==> config.mk <==
export PLATFORM = sky130hd
export DESIGN_NAME = fit_policy_block_allocator
export DESIGN_NICKNAME = d
export VERILOG_FILES = /design/src/hdl/fpba_pkg.sv /design/src/hdl/fpba_store.sv /design/src/hdl/fit_policy_block_allocator.sv
export SDC_FILE = /design/constraint.sdc
export NUM_CORES = 1
export LEC_CHECK = 0
export ABC_CLOCK_PERIOD_IN_PS = 4800
export BUFFER_PORTS_ARGS = -buffer_cell sky130_fd_sc_hd__buf_2
export CAP_MARGIN = 20
export CORE_MARGIN = 2
export CORE_UTILIZATION = 30
export DETAILED_ROUTE_END_ITERATION = 8
export GPL_TIMING_DRIVEN = 0
export PLACE_DENSITY = 0.44
export SYNTH_ARGS = -nofsm -noshare
export SYNTH_HDL_FRONTEND = slang
export SYNTH_HIERARCHICAL = 1
export SYNTH_SLANG_ARGS = --single-unit
==> constraint.sdc <==
create_clock -name i_clk -period 4.8 [get_ports i_clk]
set_input_delay 0.48 -clock i_clk [delete_from_list [all_inputs] [get_ports i_clk]]
set_output_delay 0.48 -clock i_clk [all_outputs]
set_load 0.01 [all_outputs]
==> src/hdl/fpba_pkg.sv <==
// package: types and constants for the fit policy block allocator
`timescale 1ns / 1ps
package fpba_pkg;

    // operation codes
    localparam logic OP_LOAD  = 1'b0;
    localparam logic OP_ALLOC = 1'b1;

    // status codes
    localparam logic [1:0] ST_LOADED    = 2'd0;
    localparam logic [1:0] ST_ALLOCATED = 2'd1;
    localparam logic [1:0] ST_WAITING   = 2'd2;

    // placement policy codes, the unused code acts as first fit
    localparam logic [1:0] POL_FIRST = 2'd0;
    localparam logic [1:0] POL_BEST  = 2'd1;
    localparam logic [1:0] POL_WORST = 2'd2;

    // register indexes on the configuration port
    localparam logic REG_FIT_POLICY  = 1'b0;
    localparam logic REG_BLOCK_COUNT = 1'b1;

    localparam int APB_AW = 3;
    localparam int APB_DW = 32;

    // input transaction
    typedef struct packed {
        logic        operation;
        logic [3:0]  block_select;
        logic [15:0] size_value;
    } t_alloc_req;

    // result transaction
    typedef struct packed {
        logic [1:0]  status;
        logic [3:0]  granted_block;
        logic [15:0] leftover;
    } t_alloc_rsp;

    // sequencer states
    typedef enum logic [1:0] {
        S_IDLE,
        S_SCAN,
        S_FINISH
    } t_state;

endpackage

==> src/hdl/fpba_store.sv <==
// block size store: one write port, one registered read port, valid bits for reset
`timescale 1ns / 1ps
module fpba_store #(
    parameter int NUM_BLOCKS = 16,
    parameter int IDX_W      = 4
) (
    input  logic             i_clk,
    input  logic             i_rst_n,
    input  logic             i_wr_en,
    input  logic [IDX_W-1:0] i_wr_addr,
    input  logic [15:0]      i_wr_data,
    input  logic [IDX_W-1:0] i_rd_addr,
    output logic [15:0]      o_rd_data
);

    logic [15:0]           r_mem [NUM_BLOCKS];
    logic [NUM_BLOCKS-1:0] r_valid;
    logic [15:0]           r_rd_data;
    logic                  r_rd_valid;

    // memory write and registered read
    always_ff @(posedge i_clk) begin
        if (i_wr_en) begin
            r_mem[i_wr_addr] <= i_wr_data;
        end
        r_rd_data <= r_mem[i_rd_addr];
    end

    // valid bits, cleared at reset so unwritten entries read as zero
    always_ff @(posedge i_clk) begin
        if (!i_rst_n) begin
            r_valid    <= '0;
            r_rd_valid <= 1'b0;
        end else begin
            if (i_wr_en) begin
                r_valid[i_wr_addr] <= 1'b1;
            end
            r_rd_valid <= r_valid[i_rd_addr];
        end
    end

    assign o_rd_data = r_rd_valid ? r_rd_data : 16'd0;

endmodule

==> src/hdl/fit_policy_block_allocator.sv <==
// Fit policy block allocator: a load is handled on accept; result on o_done the next cycle.
// An allocate request scans L = min(block_count, NUM_BLOCKS) blocks: after the accept cycle,
// one store read per block through the shared compare unit, then read latency, drain and
// update steps; result on o_done the next cycle. busy is high from scan to update; with no
// blocks in use a request answers like a load. Synchronous reset clears the configuration
// and marks every block as zero size. Results are shown for one cycle; no receiver stall.
`timescale 1ns / 1ps
module fit_policy_block_allocator #(
    parameter int NUM_BLOCKS = 16
) (
    input  logic                       i_clk,
    input  logic                       i_rst_n,
    input  logic                       start,
    output logic                       busy,
    input  fpba_pkg::t_alloc_req       i_req,
    output logic                       o_done,
    output fpba_pkg::t_alloc_rsp       o_rsp,
    input  logic                       psel,
    input  logic                       penable,
    input  logic                       pwrite,
    input  logic [fpba_pkg::APB_AW-1:0] paddr,
    input  logic [fpba_pkg::APB_DW-1:0] pwdata,
    output logic [fpba_pkg::APB_DW-1:0] prdata,
    output logic                       pready
);
    import fpba_pkg::*;

    localparam int IDX_W = (NUM_BLOCKS > 1) ? $clog2(NUM_BLOCKS) : 1;
    localparam int CNT_W = $clog2(NUM_BLOCKS + 1);

    // configuration registers
    logic [1:0] r_fit_policy;
    logic [4:0] r_block_count;

    // sequencer and datapath registers
    t_state           r_state, n_state;
    logic [15:0]      r_size, n_size;
    logic [CNT_W-1:0] r_limit, n_limit;
    logic [CNT_W-1:0] r_ptr, n_ptr;
    logic             r_pend, n_pend;
    logic [IDX_W-1:0] r_pend_idx, n_pend_idx;
    logic             r_found, n_found;
    logic [IDX_W-1:0] r_best_idx, n_best_idx;
    logic [15:0]      r_best_val, n_best_val;
    logic             r_done, n_done;
    t_alloc_rsp       r_rsp, n_rsp;

    // store port signals
    logic             wr_en;
    logic [IDX_W-1:0] wr_addr;
    logic [15:0]      wr_data;
    logic [15:0]      rd_data;

    // helpers
    logic             accept;
    logic             cfg_wr;
    logic [31:0]      cnt_ext;
    logic [CNT_W-1:0] limit_now;
    logic [IDX_W+3:0] sel_ext;
    logic             sel_in_range;
    logic [IDX_W+3:0] best_ext;
    logic             fits;
    logic             better;

    assign accept  = start && !busy;
    assign busy    = (r_state != S_IDLE);
    assign pready  = 1'b1;
    assign cfg_wr  = psel && penable && pwrite && pready;
    assign o_done  = r_done;
    assign o_rsp   = r_rsp;

    // block count saturates at the store depth
    assign cnt_ext   = 32'(r_block_count);
    assign limit_now = (cnt_ext > NUM_BLOCKS) ? CNT_W'(NUM_BLOCKS) : CNT_W'(cnt_ext);

    // load address and range check
    assign sel_ext      = (IDX_W+4)'(i_req.block_select);
    assign sel_in_range = (32'(i_req.block_select) < NUM_BLOCKS);
    assign best_ext     = (IDX_W+4)'(r_best_idx);

    // shared compare unit
    assign fits   = (r_size <= rd_data);
    assign better = ((r_fit_policy == POL_BEST) && (rd_data < r_best_val)) ||
                    ((r_fit_policy == POL_WORST) && (rd_data > r_best_val));

    // configuration write and read
    always_ff @(posedge i_clk) begin
        if (!i_rst_n) begin
            r_fit_policy  <= POL_FIRST;
            r_block_count <= 5'd0;
        end else if (cfg_wr) begin
            case (paddr[2])
                REG_FIT_POLICY:  r_fit_policy  <= pwdata[1:0];
                REG_BLOCK_COUNT: r_block_count <= pwdata[4:0];
                default:         r_fit_policy  <= r_fit_policy;
            endcase
        end
    end

    always_comb begin
        case (paddr[2])
            REG_FIT_POLICY:  prdata = APB_DW'(r_fit_policy);
            REG_BLOCK_COUNT: prdata = APB_DW'(r_block_count);
            default:         prdata = '0;
        endcase
    end

    // next state
    always_comb begin
        n_state = r_state;
        case (r_state)
            S_IDLE: begin
                if (accept && (i_req.operation == OP_ALLOC) && (limit_now != '0)) begin
                    n_state = S_SCAN;
                end
            end
            S_SCAN: begin
                if ((r_ptr == r_limit) && !r_pend) begin
                    n_state = S_FINISH;
                end
            end
            S_FINISH: n_state = S_IDLE;
            default:  n_state = S_IDLE;
        endcase
    end

    // datapath control and result
    always_comb begin
        n_size     = r_size;
        n_limit    = r_limit;
        n_ptr      = r_ptr;
        n_pend     = 1'b0;
        n_pend_idx = r_pend_idx;
        n_found    = r_found;
        n_best_idx = r_best_idx;
        n_best_val = r_best_val;
        n_done     = 1'b0;
        n_rsp      = r_rsp;
        wr_en      = 1'b0;
        wr_addr    = sel_ext[IDX_W-1:0];
        wr_data    = i_req.size_value;
        case (r_state)
            S_IDLE: begin
                if (accept) begin
                    n_size  = i_req.size_value;
                    n_limit = limit_now;
                    n_ptr   = '0;
                    n_found = 1'b0;
                    if (i_req.operation == OP_LOAD) begin
                        wr_en  = sel_in_range;
                        n_done = 1'b1;
                        n_rsp  = '{status: ST_LOADED, granted_block: 4'd0, leftover: 16'd0};
                    end else if (limit_now == '0) begin
                        n_done = 1'b1;
                        n_rsp  = '{status: ST_WAITING, granted_block: 4'd0, leftover: 16'd0};
                    end
                end
            end
            S_SCAN: begin
                // issue the next read
                if (r_ptr != r_limit) begin
                    n_pend     = 1'b1;
                    n_pend_idx = r_ptr[IDX_W-1:0];
                    n_ptr      = r_ptr + CNT_W'(1);
                end
                // judge the block read last cycle
                if (r_pend && fits) begin
                    if (!r_found || better) begin
                        n_found    = 1'b1;
                        n_best_idx = r_pend_idx;
                        n_best_val = rd_data;
                    end
                end
            end
            S_FINISH: begin
                n_done = 1'b1;
                if (r_found) begin
                    wr_en   = 1'b1;
                    wr_addr = r_best_idx;
                    wr_data = r_best_val - r_size;
                    n_rsp   = '{status: ST_ALLOCATED, granted_block: best_ext[3:0],
                                leftover: r_best_val - r_size};
                end else begin
                    n_rsp   = '{status: ST_WAITING, granted_block: 4'd0, leftover: 16'd0};
                end
            end
            default: begin
                n_pend = 1'b0;
            end
        endcase
    end

    // control registers
    always_ff @(posedge i_clk) begin
        if (!i_rst_n) begin
            r_state <= S_IDLE;
            r_pend  <= 1'b0;
            r_found <= 1'b0;
            r_done  <= 1'b0;
            r_ptr   <= '0;
        end else begin
            r_state <= n_state;
            r_pend  <= n_pend;
            r_found <= n_found;
            r_done  <= n_done;
            r_ptr   <= n_ptr;
        end
    end

    // payload registers
    always_ff @(posedge i_clk) begin
        r_size     <= n_size;
        r_limit    <= n_limit;
        r_pend_idx <= n_pend_idx;
        r_best_idx <= n_best_idx;
        r_best_val <= n_best_val;
        r_rsp      <= n_rsp;
    end

    // block size store
    fpba_store #(
        .NUM_BLOCKS (NUM_BLOCKS),
        .IDX_W      (IDX_W)
    ) u_store (
        .i_clk     (i_clk),
        .i_rst_n   (i_rst_n),
        .i_wr_en   (wr_en),
        .i_wr_addr (wr_addr),
        .i_wr_data (wr_data),
        .i_rd_addr (r_ptr[IDX_W-1:0]),
        .o_rd_data (rd_data)
    );

endmodule
; ---- Word level (Yosys, flattened, before mapping)
; Memory sizes are Yosys's and may differ from the RTL's. A register that Yosys moved wholly into a read port is not among the register bits.
; Cells that the tools add are included.
[word_totals]
reg_bits = 101
latch_bits = 0
mem_bits_rw = 256
rom_bits = 0
input_bits = 62
output_inout_bits = 57
wordCells = 110
mem_count = 1
[mem_list]
columns = name, depth, word_bits, rd, rd_clocked_by_memory_dff, wr, line
row1 = u_store.r_mem, 16, 16, 1, 1, 1, fpba_store.sv:16  ; logic [15:0] r_mem [NUM_BLOCKS];
[classes]
add_sub_neg = 2
n_mul = 0
n_div = 0
magnitude_cmp = 7
n_eq_ne = 13
n_shift = 0
mux = 37
n_bitwise = 2
n_reduce_logical = 31
[ops]
columns = cell, count
row1 = 22-bit two-way mux, 4
row2 = 32-bit one-hot mux with 2 select lines, 1
row3 = 16-bit two-way mux, 3
row4 = 22-bit one-hot mux with 2 select lines, 1
row5 = 16-bit > comparator, 1
row6 = 16-bit <= comparator, 1
row7 = 16-bit < comparator, 1
row8 = 16-bit bitwise OR, 1
row9 = 16-bit subtractor, 1
row10 = 5-bit two-way mux, 3
row11 = 1-bit two-way mux, 14
row12 = "2-bit != test, second input constant", 6
row13 = 2-bit AND reduction, 6
row14 = 1-bit logical AND, 10
row15 = "4-bit by 5-bit < comparator with 1-bit output, second input constant", 2
row16 = 5-bit one-hot mux with 2 select lines, 1
row17 = 3-bit AND reduction, 3
row18 = 4-bit two-way mux, 2
row19 = 1-bit one-hot mux with 2 select lines, 3
row20 = 2-bit nonzero test, 3
row21 = "5-bit by 1-bit adder with 5-bit output, second input constant", 1
row22 = 5-bit == test, 1
row23 = "5-bit > comparator, second input constant", 1
row24 = 5-bit logical NOT, 1
row25 = other kinds (15), 21

; ---- Logic depth before layout (Yosys ltp)
; Gate-level depths: netlist (run 1).
[logic_depth]
ltp_word = 8
ltp_mapped = 11
ltp_nobuf = 10

; ---- By module
; Netlist (run 1), hierarchy kept.
[modules_own_cells]
columns = module, n_inst, cells_per_inst, area_each_um2, seq_area_each_um2
row1 = fpba_store, 1, 502, 10820.4, 8348.0
row2 = fit_policy_block_allocator, 1, 468, 4961.0, 2352.3

; ---- Worst setup path before layout (run 1)
; No wires, ideal clock.
[synth_timing]
path_kind = register -> register
from = reg u_store.r_rd_valid
to = reg r_best_idx[0], enable pin
setup_ns = 0.426
arrival_ns = 3.575
t_required_ns = 4.374
slack_ns = 0.799
stages_incl_launch_ff = 11
n_path_buf = 1
period_less_slack_ns = 4.001
cell_sequence = dfxtp_1 -> clkbuf_1 -> and2_1 -> inv_1 -> ha_1 -> a21o_1 -> a221o_1 -> a221oi_1 -> o211a_1 -> a31oi_1 -> nor3b_1
[synth_via]
elab_chain_len = 6
elab_cells_between_ends = 10
classes_between = order compare: 3 / mux: 1 / reduce/logical: 6
[synth_rtl]
columns = element, line
row1 = from (decl), fpba_store.sv:19  ; logic r_rd_valid;
row2 = from (signal assigned), fpba_store.sv:38  ; r_rd_valid <= r_valid[i_rd_addr];
row3 = 16-bit two-way mux *, fpba_store.sv:42  ; assign o_rd_data = r_rd_valid ? r_rd_data : 16'd0;
row4 = net rd_data[11], fit_policy_block_allocator.sv:52  ; logic [15:0] rd_data;
row5 = 16-bit < comparator / 16-bit > comparator (equally long branches), "fit_policy_block_allocator.sv:83, fit_policy_block_allocator.sv:84"
row6 = 1-bit logical AND (on tied branches), "fit_policy_block_allocator.sv:83, fit_policy_block_allocator.sv:84"
row7 = 1-bit logical OR, fit_policy_block_allocator.sv:83  ; assign better = ((r_fit_policy == POL_BEST) && (rd_data < r_best_val)) ||
row8 = 1-bit logical OR, fit_policy_block_allocator.sv:168  ; if (!r_found || better) begin
row9 = 3-bit AND reduction (no source line) *, -
row10 = to (signal assigned), fit_policy_block_allocator.sv:215  ; r_best_idx <= n_best_idx;
row11 = to (decl), fit_policy_block_allocator.sv:43  ; logic [IDX_W-1:0] r_best_idx, n_best_idx;
; The timed path passes the listed nets; every way through them passes the cells marked *.
; A chain may end at the register's enable or synchronous reset.

; ---- Worst setup path after layout (run 1)
[layout_timing]
from = reg u_store.r_rd_valid
to = reg r_best_val[0], enable pin
[layout_via]
elab_chain_len = 6
elab_cells_between_ends = 10
classes_between = order compare: 3 / mux: 1 / reduce/logical: 6
[layout_rtl]
columns = element, line
row1 = 16-bit two-way mux *, fpba_store.sv:42
row2 = net rd_data[11], fit_policy_block_allocator.sv:52
row3 = 16-bit < comparator / 16-bit > comparator (equally long branches), "fit_policy_block_allocator.sv:83, fit_policy_block_allocator.sv:84"
row4 = 1-bit logical AND (on tied branches), "fit_policy_block_allocator.sv:83, fit_policy_block_allocator.sv:84"
row5 = 1-bit logical OR, fit_policy_block_allocator.sv:83
row6 = 1-bit logical OR, fit_policy_block_allocator.sv:168
row7 = 3-bit AND reduction (no source line) *, -
row8 = to (signal assigned), fit_policy_block_allocator.sv:216  ; r_best_val <= n_best_val;
row9 = to (decl), fit_policy_block_allocator.sv:44  ; logic [15:0] r_best_val, n_best_val;
; Marks and branches as above.

==> results.ini, run 1 <==
[setup_path]
r2r-start = u_store/r_rd_valid
cp_common_cell = buf_6
worstPathMaxFanout = 10
cp-startpoint = u_store/r_rd_valid
cp_slowest_stage_delay_ps = 490
r2r-end = r_best_val[0]
cp_num_buf_inv = 4
reg2reg_depth = 12
path_delay_family = compound AO/OA/AOI/OAI gates
critPathCaptureType = register
worstPathArrival_ps = 4170
start_kind = register
cp.required_ps = 5070
path_class = reg2reg
r2r_slack_ps = 900
path_cells = clkbuf_1 -> and2_1 -> inv_1 -> ha_1 -> a21o_1 -> a221o_1 -> a221oi_1 -> o211a_1 -> a31oi_1 -> nor3b_2 -> buf_6 -> buf_6
cp_slowest_cell = a221oi_1

[die]
fp.dieArea_um2 = 54450
initial_core_util = 0.3021
num_io_pins = 119
core_region_area_um2 = 52240
dieHeight_um = 233.4
die_w_um = 233.4
num_rows = 84

[route]
dr.pass1.iters = 5
drcViolationCount = 0
drt_iter0_drc = 587
drtAntennaViolNets = 0
vias_per_cell = 4.673
wl_um = 39410
wire_per_inst_um = 21.31
vias = 8641

[grt]
first_global_vias = 8810
grt_pass1_wl_um = 57790
grt_overflow = 0
antenna_found_initial = 0
grt_usage = 0.1477
grt_start_max_net_pins = 17

[sta]
skew_ps = 20.32
max_freq_mhz = 256.4
report.final.slew_viol_count = 0
worst_slew_pin_slew_ps = 915.2
slew_headroom = 0.3899
setup_viol = 0
grt_setup_unrepaired = false
setup_ws_ps = 899.4
period_needed_ps = 3901
hold_viol = 0
fin_crit_sh = 0.8126

[hold_path]
whs_endpoint = r_size[11]
hp-class = in2reg
min_from = i_req[11]
min_path_cells = 1

[synth]
synthCells = 970
async_reset_ff_frac = 0
synth_area_um2 = 15780
ys_seq_elements = 373
ys_types = 63
synth-edff-count = 323
syn_avg_cell_area_um2 = 16.27
synth_warnings = 6
synth_ff_type = edfxtp_1
yosysSeqAreaShare = 0.6780

[layout]
postLayoutCoreUtil = 0.3619
final_common_cell = edfxtp_1
fillers = 4975
nNetsFinal = 1241
stdcell_count = 1849
diodes = 0
drive_above_1_share = 0.2506
area_growth_pct = 19.79
final_cell_mix = 323 x edfxtp_1, 66 x buf_2, 59 x mux4_2

[clock_tree]
numCtsBuffers = 43
cts_max_level = 2
cts_tree = done
cts-root-buf = clkbuf_16
clkTransAtPathRegs_ps = 60
cts_sinks = 373
cts_resized = 0
cts_buffer_depth = 3
ctsHoldBuffers = 0
post_cts_buffers = 0
clk_latency_ps = 580

[power_and_ir_drop]
internal_power_mw = 5.484
swShare = 0.2186
p_leak_nw = 6.764
pwr-share-comb = 0.045
power.density_nw_per_um2 = 371.2
peakVddDrop_mv = 0.2296
seq_power_share = 0.511
p_clk_frac = 0.444
p_total_mw = 7.017
switchingPower_mw = 1.534

[placement]
dp_hpwl_um = 27930
portBuffers = 61
place_congestion = 0.7973
preCtsSetupSlack_ps = 723.2
place_inst = 1773

[job]
cap_violations = 0

[outcome]
outcome = finished clean

==> through the flow <==
step | TNS [ps] | hold WS (ps) | cell area (um^2)
2_1_floorplan | 0 | 400.3 | 15880
4_1_cts | 0 | 69.08 | 18900
3_3_place_gp | -61010 | 409.9 | 17050
5_1_grt | 0 | 92.05 | 18900
3_5_place_dp | 0 | 407.0 | 17570
6_report | 0 | 105.6 | 18900
==> how the worst max path moves through the flow <==
stage                    endpoint  slack, ps  cells after the start
floorplan           r_best_idx[0]        800                     10
global placement    r_best_val[1]      -1200                     10
detailed placement  r_best_val[0]        720                     12
CTS                 r_best_val[0]        710                     12
global route        r_best_val[0]        500                     12
finish              r_best_val[0]        900                     12
==> logic make-up after synthesis <==
group	after synthesis	share of synthesized area
xor gates and xnor gates	21	0.01165
other	2	0.0004759
AOI/OAI and AO/OA	137	0.06192
muxes	83	0.1073
buffers and inverters	117	0.03932
and+or+nand+nor	188	0.06200
adders and majority gates	49	0.03932
DFF	373	0.6780
==> Yosys cell counts (all sizes together), types with 3 or more instances <==
master / n / area (um^2)
o21ai: 23 / 115.1
a221oi: 3 / 26.28
inv: 55 / 206.5
nand3: 10 / 50.05
nor3: 8 / 40.04
and2: 32 / 201.5
edfxtp: 323 / 9699
nand4: 10 / 62.56
ha: 48 / 600.6
dfxtp: 50 / 1001
nor2b: 20 / 132.6
nand2b: 7 / 43.79
clkbuf: 20 / 75.07
nand3b: 4 / 30.03
mux2i: 12 / 120.1
nand2: 48 / 180.2
xnor2: 10 / 87.58
xor2: 11 / 96.34
nor2: 37 / 138.9
mux2: 5 / 60.05
a22oi: 32 / 270.3
mux4: 66 / 1513
o21a: 21 / 157.7
a211oi: 3 / 22.52
buf: 42 / 339.1
a21oi: 21 / 105.1
a21o: 18 / 136.4
==> worst register-to-register path: stages (launching register included) <==
cell	delay, ps
dfxtp_1	440
clkbuf_1	350
and2_1	270
inv_1	60
ha_1	280
a21o_1	180
a221o_1	350
a221oi_1	490
o211a_1	220
a31oi_1	100
nor3b_2	480
buf_6	220
buf_6	180
==> final cells by class <==
class | instances | area [um^2] | area share
flip-flops and latches | 373 | 10700 | 0.5660
multi-input cells | 506 | 4623 | 0.2446
clock buffers | 59 | 1187 | 0.06281
well taps | 688 | 860.8 | 0.04554
repair buffers | 89 | 760.7 | 0.04024
plain buffers | 62 | 414.1 | 0.02191
inverters | 55 | 206.4 | 0.01092
clock inverters | 17 | 151.4 | 0.008008
==> sequential cells by signal, indices dropped and copies added, names as in the netlist, 16 cells and up <==
signal             cells
u_store/r_valid       16
r_size                16
u_store/r_mem        256
r_best_val            16
o_rsp                 22
u_store/r_rd_data     16
==> power by group through the flow <==
stage | Combinational (mW) | Sequential (mW) | Clock, mW
floorplan | 0.189 | 3.65 | 0
global placement | 0.300 | 3.65 | 0
detailed placement | 0.323 | 3.65 | 0
CTS | 0.324 | 3.58 | 3.22
global route | 0.353 | 3.59 | 3.34
finish | 0.318 | 3.58 | 3.12
==> metal layers <==
layer / GRT usage / share of wire / up-vias
met2: 0.2352 / 0.46 / 203
met5: 0 / 0 / -
met4: 0.05334 / 0.027 / 0
met3: 0.02332 / 0.046 / 62
li1: - / - / 3989
met1: 0.2041 / 0.46 / 4387
No activity file was read; power rests on OpenSTA's default activity.
==> run 2: changes to the inputs <==
--- a/config.mk
+++ b/config.mk
@@ -5,7 +5,7 @@
 export SDC_FILE = /design/constraint.sdc
 export NUM_CORES = 1
 export LEC_CHECK = 0
-export ABC_CLOCK_PERIOD_IN_PS = 4800
+export ABC_CLOCK_PERIOD_IN_PS = 3760
 export BUFFER_PORTS_ARGS = -buffer_cell sky130_fd_sc_hd__buf_2
 export CAP_MARGIN = 20
 export CORE_MARGIN = 2
==> constraint.sdc (replaced) <==
create_clock -name i_clk -period 3.76 [get_ports i_clk]
set_input_delay 0.376 -clock i_clk [delete_from_list [all_inputs] [get_ports i_clk]]
set_output_delay 0.376 -clock i_clk [all_outputs]
set_load 0.01 [all_outputs]
==> run 2 against run 1 <==
Compared with the run above:
- worst setup slack worse by 550 ps
- sequential share of layout area down 0.41 points
- count of clock-buffer cells in the layout down 9
- flip-flop and latch count unchanged
- sequential power up 28%
- final area up 0.73%
- critical path depth down 1
- power up 29%
- clock skew down 5.4 ps
- core utilization up 0.26 points
- worst hold slack worse by 83 ps
- die area unchanged
- critical endpoint unchanged
- highest routed layer unchanged
==> results.ini, run 2 (synthesis gave the netlist of run 1 again) <==
[outcome]
outcome = finished clean

[setup_path]
cp.depth = 11
r2r-end = r_best_val[0]
path_delay_family = compound AO/OA/AOI/OAI gates
cp_num_buf_inv = 3
cp_slowest_stage_delay_ps = 450
endpoint = r_best_val[0]
worstPathArrival_ps = 3660
path_class = reg2reg
critPathCaptureType = register
r2r-start = u_store/r_rd_valid
cp.required_ps = 4010
cp_slowest_cell = a221oi_1
path_cells = clkbuf_2 -> and2_1 -> inv_1 -> ha_1 -> a21o_1 -> a221o_1 -> a221oi_1 -> o211a_1 -> a31oi_1 -> nor3b_4 -> buf_8
r2r_slack_ps = 350
worstPathMaxFanout = 16
start_kind = register
reg2reg_depth = 11
cp-startpoint = u_store/r_rd_valid

[layout]
nNetsFinal = 1250
area_growth_pct = 20.66
largest_register_ffs = 256
drive_above_1_share = 0.2477
final_cell_mix = 323 x edfxtp_1, 66 x buf_2, 59 x mux4_2
design_area_um2 = 19040
final_common_cell = edfxtp_1
largest_register = u_store/r_mem
diodes = 0

[sta]
period_needed_ps = 3408
grt_setup_unrepaired = false
max_freq_mhz = 293.4
slew_headroom = 0.4103
holdWs_ps = 22.53
fin_crit_sh = 0.9065
report.final.slew_viol_count = 0
worst_slew_pin_slew_ps = 875.2
skew_ps = 14.90
setup_viol = 0
hold_viol = 0

[clock_tree]
clkTransAtPathRegs_ps = 60
cts_max_level = 2
cts_sinks = 373
numCtsBuffers = 42
cts_tree = done
clk_latency_ps = 560
cts_buffer_depth = 3
cts-root-buf = clkbuf_16

[grt]
grt_use_met2 = 0.2311
grt_busiest_layer = met2
antenna_found_initial = 0
grt_start_max_net_pins = 18
grt_pass1_wl_um = 56930
first_global_vias = 8721
grtUsageMet3 = 0.02136
use_met1 = 0.2021
grt_overflow = 0
grt_usage = 0.1444

[power_and_ir_drop]
p_leak_nw = 6.830
p_clk_frac = 0.450
swShare = 0.2119
internal_power_mw = 7.154
switchingPower_mw = 1.924
peakVddDrop_mv = 0.2549
seq_power_share = 0.504
p_total_mw = 9.078
power.density_nw_per_um2 = 476.7
pwr-share-comb = 0.046

[die]
num_io_pins = 119
core_region_area_um2 = 52240
num_rows = 84
fp.dieArea_um2 = 54450
dieHeight_um = 233.4
die_w_um = 233.4
initial_core_util = 0.3021

[route]
vias = 8544
vias_per_cell = 4.596
drt_iter0_drc = 463
wl_um = 38400
drtAntennaViolNets = 0
dr.pass1.iters = 5
drcViolationCount = 0
wire_per_inst_um = 20.65

[placement]
place_congestion = 0.8337
portBuffers = 61
dpl_cell_area_um2 = 17530
dp_hpwl_um = 27830

[hold_path]
min_path_cells = 1
hp-class = in2reg

[job]
cap_violations = 0

run 2: worst register-to-register path: cells and delay by family (launching register included):
kind | cells | cell delay (ps)
flops | 1 | 420
compound gates | 5 | 1290
buf+inv | 3 | 540
fa+ha+maj | 1 | 290
simple gates | 2 | 560
run 2: worst min-delay path by stage:
stage                  start            end
4_1_cts            i_req[10]     r_size[10]
3_5_place_dp   r_pend_idx[2]  r_best_idx[2]
3_3_place_gp   r_pend_idx[2]  r_best_idx[2]
6_report           i_req[10]     r_size[10]
2_1_floorplan  r_pend_idx[0]  r_best_idx[0]
5_1_grt            i_req[14]     r_size[14]
run 2: area by class of cell:
| class | count | area, um^2 |
|---|---|---|
| multi-input combinational | 506 | 4658 |
| timing repair buffer | 100 | 835.8 |
| fill | 4956 | 33190 |
| clock inverter | 26 | 265.3 |
| tap | 688 | 860.8 |
| buffer | 61 | 412.9 |
| clock buffer | 50 | 1102 |
| inverter | 55 | 206.4 |
| sequential | 373 | 10700 |
run 2: power groups by stage:
stage	Combinational, mW	Sequential (mW)	Clock (mW)
4_1_cts	0.423	4.57	4.21
3_3_place_gp	0.382	4.67	0
6_report	0.418	4.57	4.09
3_5_place_dp	0.412	4.66	0
2_1_floorplan	0.242	4.66	0
5_1_grt	0.463	4.58	4.35
run 2: routing by layer:
metal	vias up	part of all wire
li1	4027	-
met1	4320	0.48
met2	145	0.47
met3	52	0.035
met4	0	0.021
met5	-	0
run 2: through the flow:
step,TNS [ps],utilization,instances,worst slack [ps]
final,0,0.3645,1859,351.7
after global routing,0,0.3645,1859,93.58
after CTS,-482.0,0.3643,1860,-36.72
after detailed placement,-3332,0.3356,1773,-227.3
after global placement,-298820,0.3264,1745,-1698
after floorplan,0,-,996,259.9
run 2: timing repair:
item,in CTS,in global routing
hold endpoints to repair,10,0
endpoints found under the setup margin,45,150
gates resized for setup,4,7
pin swaps,1,0
hold buffers,10,0
setup buffers,1,0
